`src/design/assert_macros.svh`:
```
// ----------------------------------------------------------------------------
// assert_macros.svh
// Concurrent assertion helpers, clocked on clk_i and disabled in reset.
// ----------------------------------------------------------------------------
`ifndef ASSERT_MACROS_SVH
`define ASSERT_MACROS_SVH

// Property must hold at every clock edge outside reset
`define ASSERT_PROP(lbl, prop, msg) \
  lbl: assert property (@(posedge clk_i) disable iff (!rst_ni) prop) \
    else $error(msg);

// Condition must never be true at a clock edge outside reset
`define ASSERT_NEVER(lbl, cond, msg) \
  lbl: assert property (@(posedge clk_i) disable iff (!rst_ni) !(cond)) \
    else $error(msg);

`endif

```
`src/design/arsl_pkg.sv`:
```
// ----------------------------------------------------------------------------
// arsl_pkg
// Shared constants, types and the distance tables of the range linearizer.
// ----------------------------------------------------------------------------
package arsl_pkg;

  // Window and channel configuration
  localparam int unsigned WindowLength = 8;
  localparam int unsigned ChannelCount = 2;

  localparam int unsigned PosW      = $clog2(WindowLength);
  localparam int unsigned ChIdxW    = (ChannelCount > 1) ? $clog2(ChannelCount) : 1;
  localparam int unsigned RingDepth = ChannelCount * WindowLength;
  localparam int unsigned AddrW     = $clog2(RingDepth);

  // Field widths
  localparam int unsigned SampleW = 10;
  localparam int unsigned SumW    = 16;
  localparam int unsigned AvgW    = 10;
  localparam int unsigned DistW   = 7;

  // Average = floor(sum * Recip / 2^RecipShift), exact for any 16-bit sum
  localparam int unsigned RecipShift = 32;
  localparam longint unsigned RecipVal =
    ((64'd1 << RecipShift) + WindowLength - 1) / WindowLength;
  localparam int unsigned ProdW = SumW + RecipShift;

  // Distance tables
  localparam int unsigned NearCount  = 16;
  localparam int unsigned NearFirst  = 5;
  localparam int unsigned CurveCount = 59;
  localparam int unsigned CurveFirst = 22;

  localparam logic [AvgW-1:0] NearLimit [NearCount] = '{
    10'd730, 10'd700, 10'd680, 10'd610, 10'd550, 10'd490, 10'd440, 10'd410,
    10'd390, 10'd365, 10'd345, 10'd330, 10'd320, 10'd310, 10'd300, 10'd290
  };

  localparam logic [AvgW-1:0] CurveLimit [CurveCount] = '{
    10'd280, 10'd270, 10'd260, 10'd251, 10'd243, 10'd235, 10'd228, 10'd222,
    10'd215, 10'd209, 10'd204, 10'd198, 10'd193, 10'd189, 10'd184, 10'd180,
    10'd176, 10'd172, 10'd168, 10'd165, 10'd162, 10'd158, 10'd155, 10'd152,
    10'd150, 10'd147, 10'd144, 10'd142, 10'd139, 10'd137, 10'd135, 10'd132,
    10'd130, 10'd128, 10'd126, 10'd125, 10'd123, 10'd121, 10'd119, 10'd117,
    10'd116, 10'd114, 10'd113, 10'd111, 10'd110, 10'd108, 10'd107, 10'd106,
    10'd104, 10'd103, 10'd102, 10'd101, 10'd100, 10'd98,  10'd97,  10'd96,
    10'd95,  10'd94,  10'd93
  };

  // Ring memory access
  typedef struct packed {
    logic             en;
    logic [AddrW-1:0] addr;
  } ring_rd_t;

  typedef struct packed {
    logic               en;
    logic [AddrW-1:0]   addr;
    logic [SampleW-1:0] data;
  } ring_wr_t;

  // Averaged reading to distance in cm
  function automatic logic [DistW-1:0] to_distance(logic [AvgW-1:0] avg);
    logic [DistW-1:0] d;
    d = DistW'(CurveFirst - 1);
    // Curve thresholds fall monotonically: the last hit is the farthest
    for (int i = 0; i < CurveCount; i++) begin
      if (avg <= CurveLimit[i]) begin
        d = DistW'(CurveFirst + i);
      end
    end
    // Near thresholds take priority; the lowest-index hit, the nearest distance, wins
    for (int i = NearCount - 1; i >= 0; i--) begin
      if (avg >= NearLimit[i]) begin
        d = DistW'(NearFirst + i);
      end
    end
    return d;
  endfunction

endpackage

```
`src/design/arsl_ring.sv`:
```
// ----------------------------------------------------------------------------
// arsl_ring
// Sample ring memory for all channels: one read and one write port,
// registered read, per-entry valid bits so unwritten entries read as zero.
// ----------------------------------------------------------------------------
module arsl_ring (
  input  logic                             clk_i,
  input  logic                             rst_ni,
  input  arsl_pkg::ring_rd_t               rd_i,
  input  arsl_pkg::ring_wr_t               wr_i,
  output logic [arsl_pkg::SampleW-1:0]     rdata_o
);

  logic [arsl_pkg::SampleW-1:0] mem_q [arsl_pkg::RingDepth];
  logic [arsl_pkg::RingDepth-1:0] valid_q;
  logic [arsl_pkg::SampleW-1:0] rdata_q;
  logic                         rd_valid_q;

  // Storage array and read data
  always_ff @(posedge clk_i) begin
    if (wr_i.en) begin
      mem_q[wr_i.addr] <= wr_i.data;
    end
    if (rd_i.en) begin
      rdata_q <= mem_q[rd_i.addr];
    end
  end

  // Valid bits, cleared at reset
  always_ff @(posedge clk_i or negedge rst_ni) begin
    if (!rst_ni) begin
      valid_q    <= '0;
      rd_valid_q <= 1'b0;
    end else begin
      if (wr_i.en) begin
        valid_q[wr_i.addr] <= 1'b1;
      end
      if (rd_i.en) begin
        rd_valid_q <= valid_q[rd_i.addr];
      end
    end
  end

  assign rdata_o = rd_valid_q ? rdata_q : '0;

endmodule

```
`src/design/arsl_dist.sv`:
```
// ----------------------------------------------------------------------------
// arsl_dist
// Output stage: maps the averaged reading to a distance and registers
// the result item.
// ----------------------------------------------------------------------------
module arsl_dist (
  input  logic                          clk_i,
  input  logic                          en_i,
  input  logic                          ch_i,
  input  logic [arsl_pkg::AvgW-1:0]     avg_i,
  output logic                          ch_o,
  output logic [arsl_pkg::AvgW-1:0]     avg_o,
  output logic [arsl_pkg::DistW-1:0]    dist_o
);

  logic                       ch_q;
  logic [arsl_pkg::AvgW-1:0]  avg_q;
  logic [arsl_pkg::DistW-1:0] dist_q;
  logic [arsl_pkg::DistW-1:0] dist_d;

  // Threshold lookup
  assign dist_d = arsl_pkg::to_distance(avg_i);

  always_ff @(posedge clk_i) begin
    if (en_i) begin
      ch_q   <= ch_i;
      avg_q  <= avg_i;
      dist_q <= dist_d;
    end
  end

  assign ch_o   = ch_q;
  assign avg_o  = avg_q;
  assign dist_o = dist_q;

endmodule

```
`src/design/averaged_range_sensor_linearizer_core.sv`:
```
// ----------------------------------------------------------------------------
// averaged_range_sensor_linearizer_core
// Per-channel moving average of converter samples, converted to distance.
// ----------------------------------------------------------------------------
// Usage:
//   Input channel (in_valid_i/in_ready_o): one item is a channel tag and a
//   10-bit sample. Output channel (out_valid_o/out_ready_i): one item per
//   input item, carrying the channel, the truncated average of that
//   channel's last eight samples, and the distance in cm (5..80).
//   Pipeline: stage A, stage B, stage C, then the result register.
//   Throughput: one item per cycle unless out_ready_i holds the pipeline.
//   The sample ring is one memory read at acceptance and written back
//   when stage A advances; the per-channel sum is updated in that same
//   cycle, so consecutive items on one channel chain without a bubble.
//   Reset: ring valid bits, sums and write positions clear at once; the
//   block takes items in the first cycle after reset is released.
//   Stall: while a result waits and out_ready_i is low, the whole pipeline
//   holds and in_ready_o is low; once the result is taken, a new item is
//   accepted in the same cycle.
// ----------------------------------------------------------------------------
`include "assert_macros.svh"

module averaged_range_sensor_linearizer_core (
  input  logic                              clk_i,
  input  logic                              rst_ni,
  input  logic                              in_valid_i,
  output logic                              in_ready_o,
  input  logic                              channel_i,
  input  logic [arsl_pkg::SampleW-1:0]      sample_i,
  output logic                              out_valid_o,
  input  logic                              out_ready_i,
  output logic                              channel_out_o,
  output logic [arsl_pkg::AvgW-1:0]         average_o,
  output logic [arsl_pkg::DistW-1:0]        distance_cm_o
);

  localparam logic [arsl_pkg::RecipShift-1:0] Recip =
    arsl_pkg::RecipShift'(arsl_pkg::RecipVal);

  logic en;
  logic accept;
  logic ch_fold;
  logic [arsl_pkg::ChIdxW-1:0] in_idx;

  // Per-channel state
  logic [arsl_pkg::SumW-1:0] sum_q [arsl_pkg::ChannelCount];
  logic [arsl_pkg::PosW-1:0] pos_q [arsl_pkg::ChannelCount];
  logic [arsl_pkg::PosW-1:0] pos_cur;
  logic [arsl_pkg::PosW-1:0] pos_d;

  // Ring access
  arsl_pkg::ring_rd_t         ring_rd;
  arsl_pkg::ring_wr_t         ring_wr;
  logic [arsl_pkg::SampleW-1:0] ring_rdata;

  // Stage A: ring read returns, sum is updated
  logic                          a_valid_q;
  logic                          a_ch_q;
  logic [arsl_pkg::SampleW-1:0]  a_sample_q;
  logic [arsl_pkg::AddrW-1:0]    a_addr_q;
  logic [arsl_pkg::ChIdxW-1:0]   a_idx;
  logic [arsl_pkg::SumW-1:0]     a_sum_d;

  // Stage B: divide by window length
  logic                          b_valid_q;
  logic                          b_ch_q;
  logic [arsl_pkg::SumW-1:0]     b_sum_q;
  logic [arsl_pkg::ProdW-1:0]    b_prod;

  // Stage C: distance lookup
  logic                          c_valid_q;
  logic                          c_ch_q;
  logic [arsl_pkg::AvgW-1:0]     c_avg_q;
  logic [arsl_pkg::AvgW-1:0]     c_avg_d;

  logic                          out_valid_q;

  // Pipeline advances unless a result is waiting
  assign en         = !out_valid_q || out_ready_i;
  assign in_ready_o = en;
  assign accept     = in_valid_i && en;

  // Channel tag beyond the channel count folds to channel 0
  assign ch_fold = (arsl_pkg::ChannelCount > 1) ? channel_i : 1'b0;
  assign in_idx  = arsl_pkg::ChIdxW'(ch_fold);
  assign pos_cur = pos_q[in_idx];
  assign pos_d   = (pos_cur == arsl_pkg::PosW'(arsl_pkg::WindowLength - 1)) ?
                   '0 : pos_cur + 1'b1;

  // Ring read of the oldest sample at acceptance
  assign ring_rd.en   = accept;
  assign ring_rd.addr = arsl_pkg::AddrW'(in_idx) *
                        arsl_pkg::AddrW'(arsl_pkg::WindowLength) +
                        arsl_pkg::AddrW'(pos_cur);

  // Ring write-back of the new sample when stage A advances
  assign ring_wr.en   = a_valid_q && en;
  assign ring_wr.addr = a_addr_q;
  assign ring_wr.data = a_sample_q;

  arsl_ring u_ring (
    .clk_i   (clk_i),
    .rst_ni  (rst_ni),
    .rd_i    (ring_rd),
    .wr_i    (ring_wr),
    .rdata_o (ring_rdata)
  );

  // Running sum: drop the oldest sample, add the new one
  assign a_idx   = arsl_pkg::ChIdxW'(a_ch_q);
  assign a_sum_d = sum_q[a_idx] - arsl_pkg::SumW'(ring_rdata) +
                   arsl_pkg::SumW'(a_sample_q);

  // Per-channel state update
  always_ff @(posedge clk_i or negedge rst_ni) begin
    if (!rst_ni) begin
      for (int i = 0; i < arsl_pkg::ChannelCount; i++) begin
        sum_q[i] <= '0;
        pos_q[i] <= '0;
      end
    end else begin
      if (accept) begin
        pos_q[in_idx] <= pos_d;
      end
      if (a_valid_q && en) begin
        sum_q[a_idx] <= a_sum_d;
      end
    end
  end

  // Average by reciprocal multiply
  assign b_prod  = arsl_pkg::ProdW'(b_sum_q) * arsl_pkg::ProdW'(Recip);
  assign c_avg_d = arsl_pkg::AvgW'(b_prod >> arsl_pkg::RecipShift);

  // Stage valid bits
  always_ff @(posedge clk_i or negedge rst_ni) begin
    if (!rst_ni) begin
      a_valid_q   <= 1'b0;
      b_valid_q   <= 1'b0;
      c_valid_q   <= 1'b0;
      out_valid_q <= 1'b0;
    end else if (en) begin
      a_valid_q   <= in_valid_i;
      b_valid_q   <= a_valid_q;
      c_valid_q   <= b_valid_q;
      out_valid_q <= c_valid_q;
    end
  end

  // Stage payloads
  always_ff @(posedge clk_i) begin
    if (en) begin
      a_ch_q     <= ch_fold;
      a_sample_q <= sample_i;
      a_addr_q   <= ring_rd.addr;
      b_ch_q     <= a_ch_q;
      b_sum_q    <= a_sum_d;
      c_ch_q     <= b_ch_q;
      c_avg_q    <= c_avg_d;
    end
  end

  // Distance lookup and result register
  arsl_dist u_dist (
    .clk_i  (clk_i),
    .en_i   (en),
    .ch_i   (c_ch_q),
    .avg_i  (c_avg_q),
    .ch_o   (channel_out_o),
    .avg_o  (average_o),
    .dist_o (distance_cm_o)
  );

  assign out_valid_o = out_valid_q;

  // Read and write-back never hit the same ring entry in one cycle
  `ASSERT_NEVER(a_ring_no_collision,
                ring_rd.en && ring_wr.en && (ring_rd.addr == ring_wr.addr),
                "ring read and write-back collide")

  // An accepted item enters stage A
  `ASSERT_PROP(a_accept_enters_pipe, accept |=> a_valid_q,
               "accepted item lost before stage A")

  // Distance stays within its range
  `ASSERT_PROP(a_dist_range,
               out_valid_o |-> (distance_cm_o >= 7'd5) && (distance_cm_o <= 7'd80),
               "distance out of range")

  // Small averages saturate to the far limit
  `ASSERT_PROP(a_dist_far_clamp,
               (out_valid_o && (average_o <= 10'd93)) |-> (distance_cm_o == 7'd80),
               "small average not clamped to far limit")

endmodule

```
`config.mk`:
```
export PLATFORM = sky130hd
export DESIGN_NAME = averaged_range_sensor_linearizer_core
export DESIGN_NICKNAME = d
export VERILOG_FILES = /design/src/design/arsl_pkg.sv /design/src/design/arsl_ring.sv /design/src/design/arsl_dist.sv /design/src/design/averaged_range_sensor_linearizer_core.sv
export VERILOG_INCLUDE_DIRS = /design/src /design/src/design
export SDC_FILE = /design/constraint.sdc
export NUM_CORES = 1
export LEC_CHECK = 0
export BUFFER_PORTS_ARGS = -buffer_cell sky130_fd_sc_hd__buf_2
export CAP_MARGIN = 10
export CORE_UTILIZATION = 40
export CTS_BUF_LIST = sky130_fd_sc_hd__clkbuf_8
export CTS_CLUSTER_SIZE = 14
export DETAILED_ROUTE_END_ITERATION = 12
export GPL_ROUTABILITY_DRIVEN = 1
export HOLD_SLACK_MARGIN = 0.1
export MAX_ROUTING_LAYER = met4
export PLACE_DENSITY_LB_ADDON = 0.25
export SYNTH_ARGS = -nofsm -noshare
export SYNTH_HDL_FRONTEND = slang
export SYNTH_SLANG_ARGS = --single-unit
export TNS_END_PERCENT = 1
```
`constraint.sdc`:
```
create_clock -name clk_i -period 4.6 [get_ports clk_i]
set_clock_uncertainty 0.05 [all_clocks]
set_input_delay 0.69 -clock clk_i [delete_from_list [all_inputs] [get_ports clk_i]]
set_output_delay 0.69 -clock clk_i [all_outputs]
set_load 0.01 [all_outputs]
```
==> results of run 1 <==
-- stage by stage --
step                      setup WS [ps]  total power [mW]  hold WS [ps]
after detailed placement            909              9.45           355
after CTS                           893              11.6           184
after global placement              966              9.43           351
after floorplan                     722              7.79           344
after global routing                691              12.3           196
final                               897              11.5           172
-- final cells by class --
cell class              instances  area (um2)
fillers                      2951       17100
clock buffers                  49         674
multi-input cells             726        4680
repair buffers                 75         478
clock inverters                39         218
inverters                      45         169
flip-flops and latches        277        8050
well taps                     435         544
-- flip-flops by register name, indices dropped and copies added, names as in the netlist, 3 cells and up --
name,count
sum_q,26
c_avg_q,10
u_dist.dist_o,7
a_addr_q,3
u_ring.valid_q,16
pos_q,6
a_sample_q,10
u_dist.avg_o,10
u_ring.rdata_q,10
b_sum_q,10
u_ring.mem_q,160
-- worst register-to-register path: cells and delay by family (launching register included) --
| family | cells | cell delay, ps |
|---|---|---|
| and+or+nand+nor | 1 | 430 |
| buffers and inverters | 2 | 370 |
| muxes | 2 | 520 |
| adders and majority gates | 2 | 700 |
| AOI/OAI and AO/OA | 4 | 730 |
| xor gates and xnor gates | 1 | 160 |
| DFF | 1 | 640 |
-- metal layers --
| metal | vias up | routed length (um) | track usage |
|---|---|---|---|
| li1 | 4210 | - | - |
| met1 | 4506 | 15200 | 0.289 |
| met2 | 385 | 16100 | 0.336 |
| met3 | 75 | 2060 | 0.0328 |
| met4 | 0 | 1070 | 0.0827 |
| met5 | - | 0 | - |
-- cells by family after synthesis --
kind of cell / count (synthesis) / synth area share
xor gates and xnor gates: 14 / 0.00936
buffers and inverters: 115 / 0.0346
and+or+nand+nor: 435 / 0.158
adders and majority gates: 24 / 0.0286
AOI/OAI and AO/OA: 204 / 0.105
DFF: 277 / 0.615
muxes: 49 / 0.0499
-- power breakdown --
part / leakage (nW) / switching, mW / internal [mW] / total [mW]
combinational: 2.42 / 3.16 / 2.07 / 5.24
sequential: 2.71 / 0.610 / 3.58 / 4.19
clock: 0.522 / 1.01 / 1.06 / 2.07
-- cell usage after synthesis, drive strengths merged, types with 3 or more instances --
master and n:
edfxtp 224, nand2 224, dfrtp 53, a31oi 51, and3 46, clkbuf 45
inv 45, nor2 41, o21ai 38, a21oi 27, buf 25, nor3 23
mux2i 20, or2 19, mux2 18, nand3 18, and2 15, ha 14
nand2b 12, xnor2 12, mux4 11, a211oi 10, fa 10, nand4 8
o21a 7, a211o 6, nor4 6, o211ai 6, a21o 5, a311oi 5
nor2b 5, nor3b 5, o21bai 5, a21boi 4, o31ai 4, o41ai 4
or4 4, a221oi 3, a32oi 3, a41oi 3, o21ba 3, o22ai 3
o31a 3
-- worst max path at each step --
stage,to,cells past startpoint,slack [ps]
6_report,sum_q[12],12,900
5_1_grt,sum_q[12],12,690
4_1_cts,sum_q[12],12,890
3_5_place_dp,sum_q[28],12,910
3_3_place_gp,sum_q[28],12,970
2_1_floorplan,sum_q[28],13,720
==> impl_metrics.yaml, run 1 <==
timing:
  period_minus_slack_ps: 3700
  grt_setup_unrepaired: "no"
  period_share: 0.805
  setup_viol: 0
  hold_viol_final: 0
  tns_ps: 0
  slew_violations: 0
  worstMarginPinSlew_ps: 1020
  fmax_mhz: 270
  slew-limit-headroom: 0.322
floorplanning:
  die_area_um2: 33500
  start_util: 0.411
  core_um2: 31900
  die_w_um: 183
  io_pins: 35
  die_h_um: 183
  rows: 65
yosys:
  synth_cell_types: 68
  yosysTopAreaCell: "edfxtp_1"
  netlist_instances: 1118
  synth-seq-cells: 277
  yosysWarnings: 0
  syn_area_um2: 13100
  synth_edf_count: 224
  syn_nets: 1157
  syn_area_per_cell_um2: 11.7
  async_flop_share: 0.191
  yosysSeqAreaShare: 0.615
  yosysTopAreaCellShare: 0.513
  synth_flop_cell: "edfxtp_1"
  synthTopCellsByArea: "edfxtp_1 (51%), dfrtp_1 (10%), nand2_1 (6.4%)"
cells_and_area:
  layout_common_cells: "nand2_1 (224), edfxtp_1 (224), inv_1 (65)"
  n_antenna_cell: 0
  nets: 1211
  final_cells: 1646
  drive_above_1_share: 0.169
  fin_util: 0.465
  syn2layout_area_growth_pct: 13.1
  fin_area_um2: 14800
route:
  drt_iter0_markers: 806
  drt-vias-per-instance: 5.57
  drtPass1Iterations: 5
  wire_per_inst_um: 20.9
  vias: 9176
  remaining_drc_errors: 0
  antenna_left: 0
  finalWirelength_um: 34500
clock_network:
  cts_tree: "done"
  clk_pin_slew_worst_paths_ps: 60
  cts_resized: 0
  postCtsHoldBufs: 0
  cts.htree.levels: 2
  clkLatencyLatePin_ps: 590
  cts_buffers: 47
  clockBufferDepth: 3
  cts.sinks: 277
  post-cts-setup-buffers: 0
  cts_root_buf: "clkbuf_8"
grt:
  first_global_vias: 8991
  grt_start_max_net_pins: 88
  antenna_found_initial: 0
  grtUsageTotal: 0.217
  overflow: 0
  grt_pass1_wl_um: 53200
placed_design:
  dp_hpwl_um: 21500
  globalplace.congestion: 0.934
  io_buffers: 34
  dp_cells: 1558
  dpl_cell_area_um2: 13900
setup_path:
  arrival_ps: 4090
  crit_chain: "buf_4, mux2i_1, fa_1, inv_1, ha_1, o21a_1, o31a_1, or4_4, a31o_1, o41ai_2, xnor2_1, mux2_2"
  path_delay_family: "compound AO/OA/AOI/OAI gates"
  crit_type: "reg2reg"
  r2r_cells: 12
  cp-end-kind: "flip-flop"
  cp.required_ps: 4990
  reg2reg_to: "sum_q[12]"
  worstSetupStartpointType: "flip-flop"
  slowest_delay_ps: 640
  path_buf_inv: 2
  crit_path_start: "a_ch_q"
  reg2reg_setup_slack_ps: 900
  crit_fanout: 11
  rr_startpoint: "a_ch_q"
  worst_path_max_delay_cell: "edfxtp_1"
hold_path:
  hold_path_class: "in2async"
job:
  maxCapViolations: 0
outcome:
  status: "finished, final reports clean"
pwr:
  p_per_area_nw_per_um2: 776
  power_leakage_nw: 5.65
  irDropWorstVdd_v: 0.000369
(Power assumes the default switching activity.)
==> run 2: changes to the inputs <==
==> constraint.sdc (replaced) <==
create_clock -name clk_i -period 3.4 [get_ports clk_i]
set_clock_uncertainty 0.05 [all_clocks]
set_input_delay 0.51 -clock clk_i [delete_from_list [all_inputs] [get_ports clk_i]]
set_output_delay 0.51 -clock clk_i [all_outputs]
set_load 0.01 [all_outputs]
==> impl_metrics.yaml, run 2 (synthesis results as in run 1) <==
route:
  drtPass1Iterations: 6
  antenna_left: 0
  drt-vias-per-instance: 5.49
  wire_per_inst_um: 20.8
  finalWirelength_um: 35600
  vias: 9415
  remaining_drc_errors: 0
  drt_iter0_markers: 804
placed_design:
  globalplace.congestion: 0.928
  io_buffers: 34
  dpl_cell_area_um2: 14400
  dp_hpwl_um: 23900
setup_path:
  crit_fanout: 5
  path_buf_inv: 2
  r2r_cells: 12
  crit_chain: "buf_6, mux2i_2, fa_1, inv_1, ha_1, o21a_1, o31a_1, or4_4, a31o_1, o41ai_2, xnor2_1, mux2_2"
  worst_path_max_delay_cell: "edfxtp_1"
  cp-end-kind: "flip-flop"
  arrival_ps: 3850
  path_delay_family: "adder cells"
  worstSetupStartpointType: "flip-flop"
  path_depth: 12
  cp.required_ps: 3830
  crit_type: "reg2reg"
  slowest_delay_ps: 490
floorplanning:
  io_pins: 35
  start_util: 0.411
  core_um2: 31900
  die_w_um: 183
  rows: 65
  die_area_um2: 33500
  die_h_um: 183
grt:
  grt_start_max_net_pins: 57
  antenna_found_initial: 0
  overflow: 0
  grtUsageTotal: 0.225
  grt_pass1_wl_um: 55400
  first_global_vias: 9482
pwr:
  p_sw_mw: 6.70
  clock_power_share: 0.180
  irDropWorstVdd_v: 0.000478
  power_mw: 16.5
  p_seq_frac: 0.324
  p_sw_frac: 0.406
  intPower_mw: 9.79
  power_frac_comb: 0.496
  p_per_area_nw_per_um2: 1060
  power_leakage_nw: 6.05
clock_network:
  cts_tree: "done"
  clockBufferDepth: 3
  cts.htree.levels: 2
  cts_buffers: 48
  cts_root_buf: "clkbuf_8"
  clkLatencyLatePin_ps: 600
  clk_pin_slew_worst_paths_ps: 60
  cts.sinks: 277
  post-cts-setup-buffers: 0
outcome:
  status: "finished with violations"
  violations: "setup timing"
cells_and_area:
  n_antenna_cell: 0
  fillers: 2910
  layout_common_cells: "nand2_1 (224), edfxtp_1 (224), buf_4 (88)"
  drive_above_1_share: 0.207
  largest_registers: "u_ring.mem_q x160, sum_q x26, u_ring.valid_q x16"
  largest_reg_flops: 160
  fin_util: 0.487
  syn2layout_area_growth_pct: 18.5
  largest_register: "u_ring.mem_q"
  nets: 1279
  fin_area_um2: 15500
timing:
  period_share: 1.01
  worstMarginPinSlew_ps: 1010
  tns_ps: -33.5
  worst_hold_slack_ps: 299
  slew-limit-headroom: 0.325
  fmax_mhz: 293
  setup_viol: 2
  period_minus_slack_ps: 3420
  fin_ws_ps: -18.1
  slew_violations: 0
  hold_viol_final: 0
  grt_setup_unrepaired: "yes"
hold_path:
  holdPathStages: 3
  hold_path_class: "in2reg"
job:
  maxCapViolations: 0
run 2: changes by cell type in the layout (fill, tap and decap cells not counted), moves of 2 or more:
cell           before  now
clkinv_1            8    5
buf_4              41   88
clkbuf_8           49   52
clkinv_2            3    1
buf_12              0    8
dlygate4sd3_1       0   11
inv_1              65   68
nor2_2              2    0
nor2_1             39   41
run 2: repair_timing:
item                                    CTS  global route
resized for setup                         2             3
pin swaps                                 1             1
hold buffers                             11             0
cloned                                    0             0
endpoints found under the hold margin    52             0
endpoints found under the setup margin    5             8
run 2: worst paths after layout:
| path | from | endpoint | slack [ps] |
|---|---|---|---|
| hold / removal | out_ready_i | a_valid_q | 300 |
| hold reg to reg | b_sum_q[11] | c_avg_q[8] | 370 |
| max in group asynchronous | rst_ni | c_valid_q | 1950 |
| setup / recovery | a_ch_q | sum_q[28] | -20 |
| min in group asynchronous | rst_ni | pos_q[4] | 590 |
| setup reg to reg | a_ch_q | sum_q[28] | -20 |
run 2: stage by stage:
step	worst slack, ps	cells
CTS	-38.5	1715
global route	-214	1715
finish	-18.1	1715
floorplan	-87.6	1118
detailed placement	-111	1614
global placement	-38.8	1614
run 2: tightest hold or removal path: stages:
cell and delay [ps]:
buf_2 80, nand2b_4 200, o21ai_0 90
run 2: area by class of cell:
type                    instances  area (um2)  share of cell area
clock inverters                38         236              0.0152
inverters                      45         169              0.0109
flip-flops and latches        277        8050               0.519
repair buffers                142        1110              0.0716
well taps                     435         544              0.0351
multi-input cells             726        4690               0.302
clock buffers                  52         716              0.0461
run 2: layer usage:
| layer | wire length [um] | track usage | up-vias |
|---|---|---|---|
| met5 | 0 | - | - |
| met3 | 1670 | 0.0318 | 103 |
| li1 | - | - | 4354 |
| met1 | 15100 | 0.277 | 4639 |
| met2 | 17500 | 0.375 | 319 |
| met4 | 1390 | 0.0867 | 0 |
run 2: power groups by stage:
stage | Combinational [mW] | Sequential, mW | Clock [mW]
after floorplan | 5.28 | 5.26 | 0
after global placement | 8.01 | 5.40 | 0
after detailed placement | 8.03 | 5.41 | 0
after CTS | 8.11 | 5.35 | 3.06
after global routing | 8.94 | 5.44 | 3.20
final | 8.18 | 5.35 | 2.97
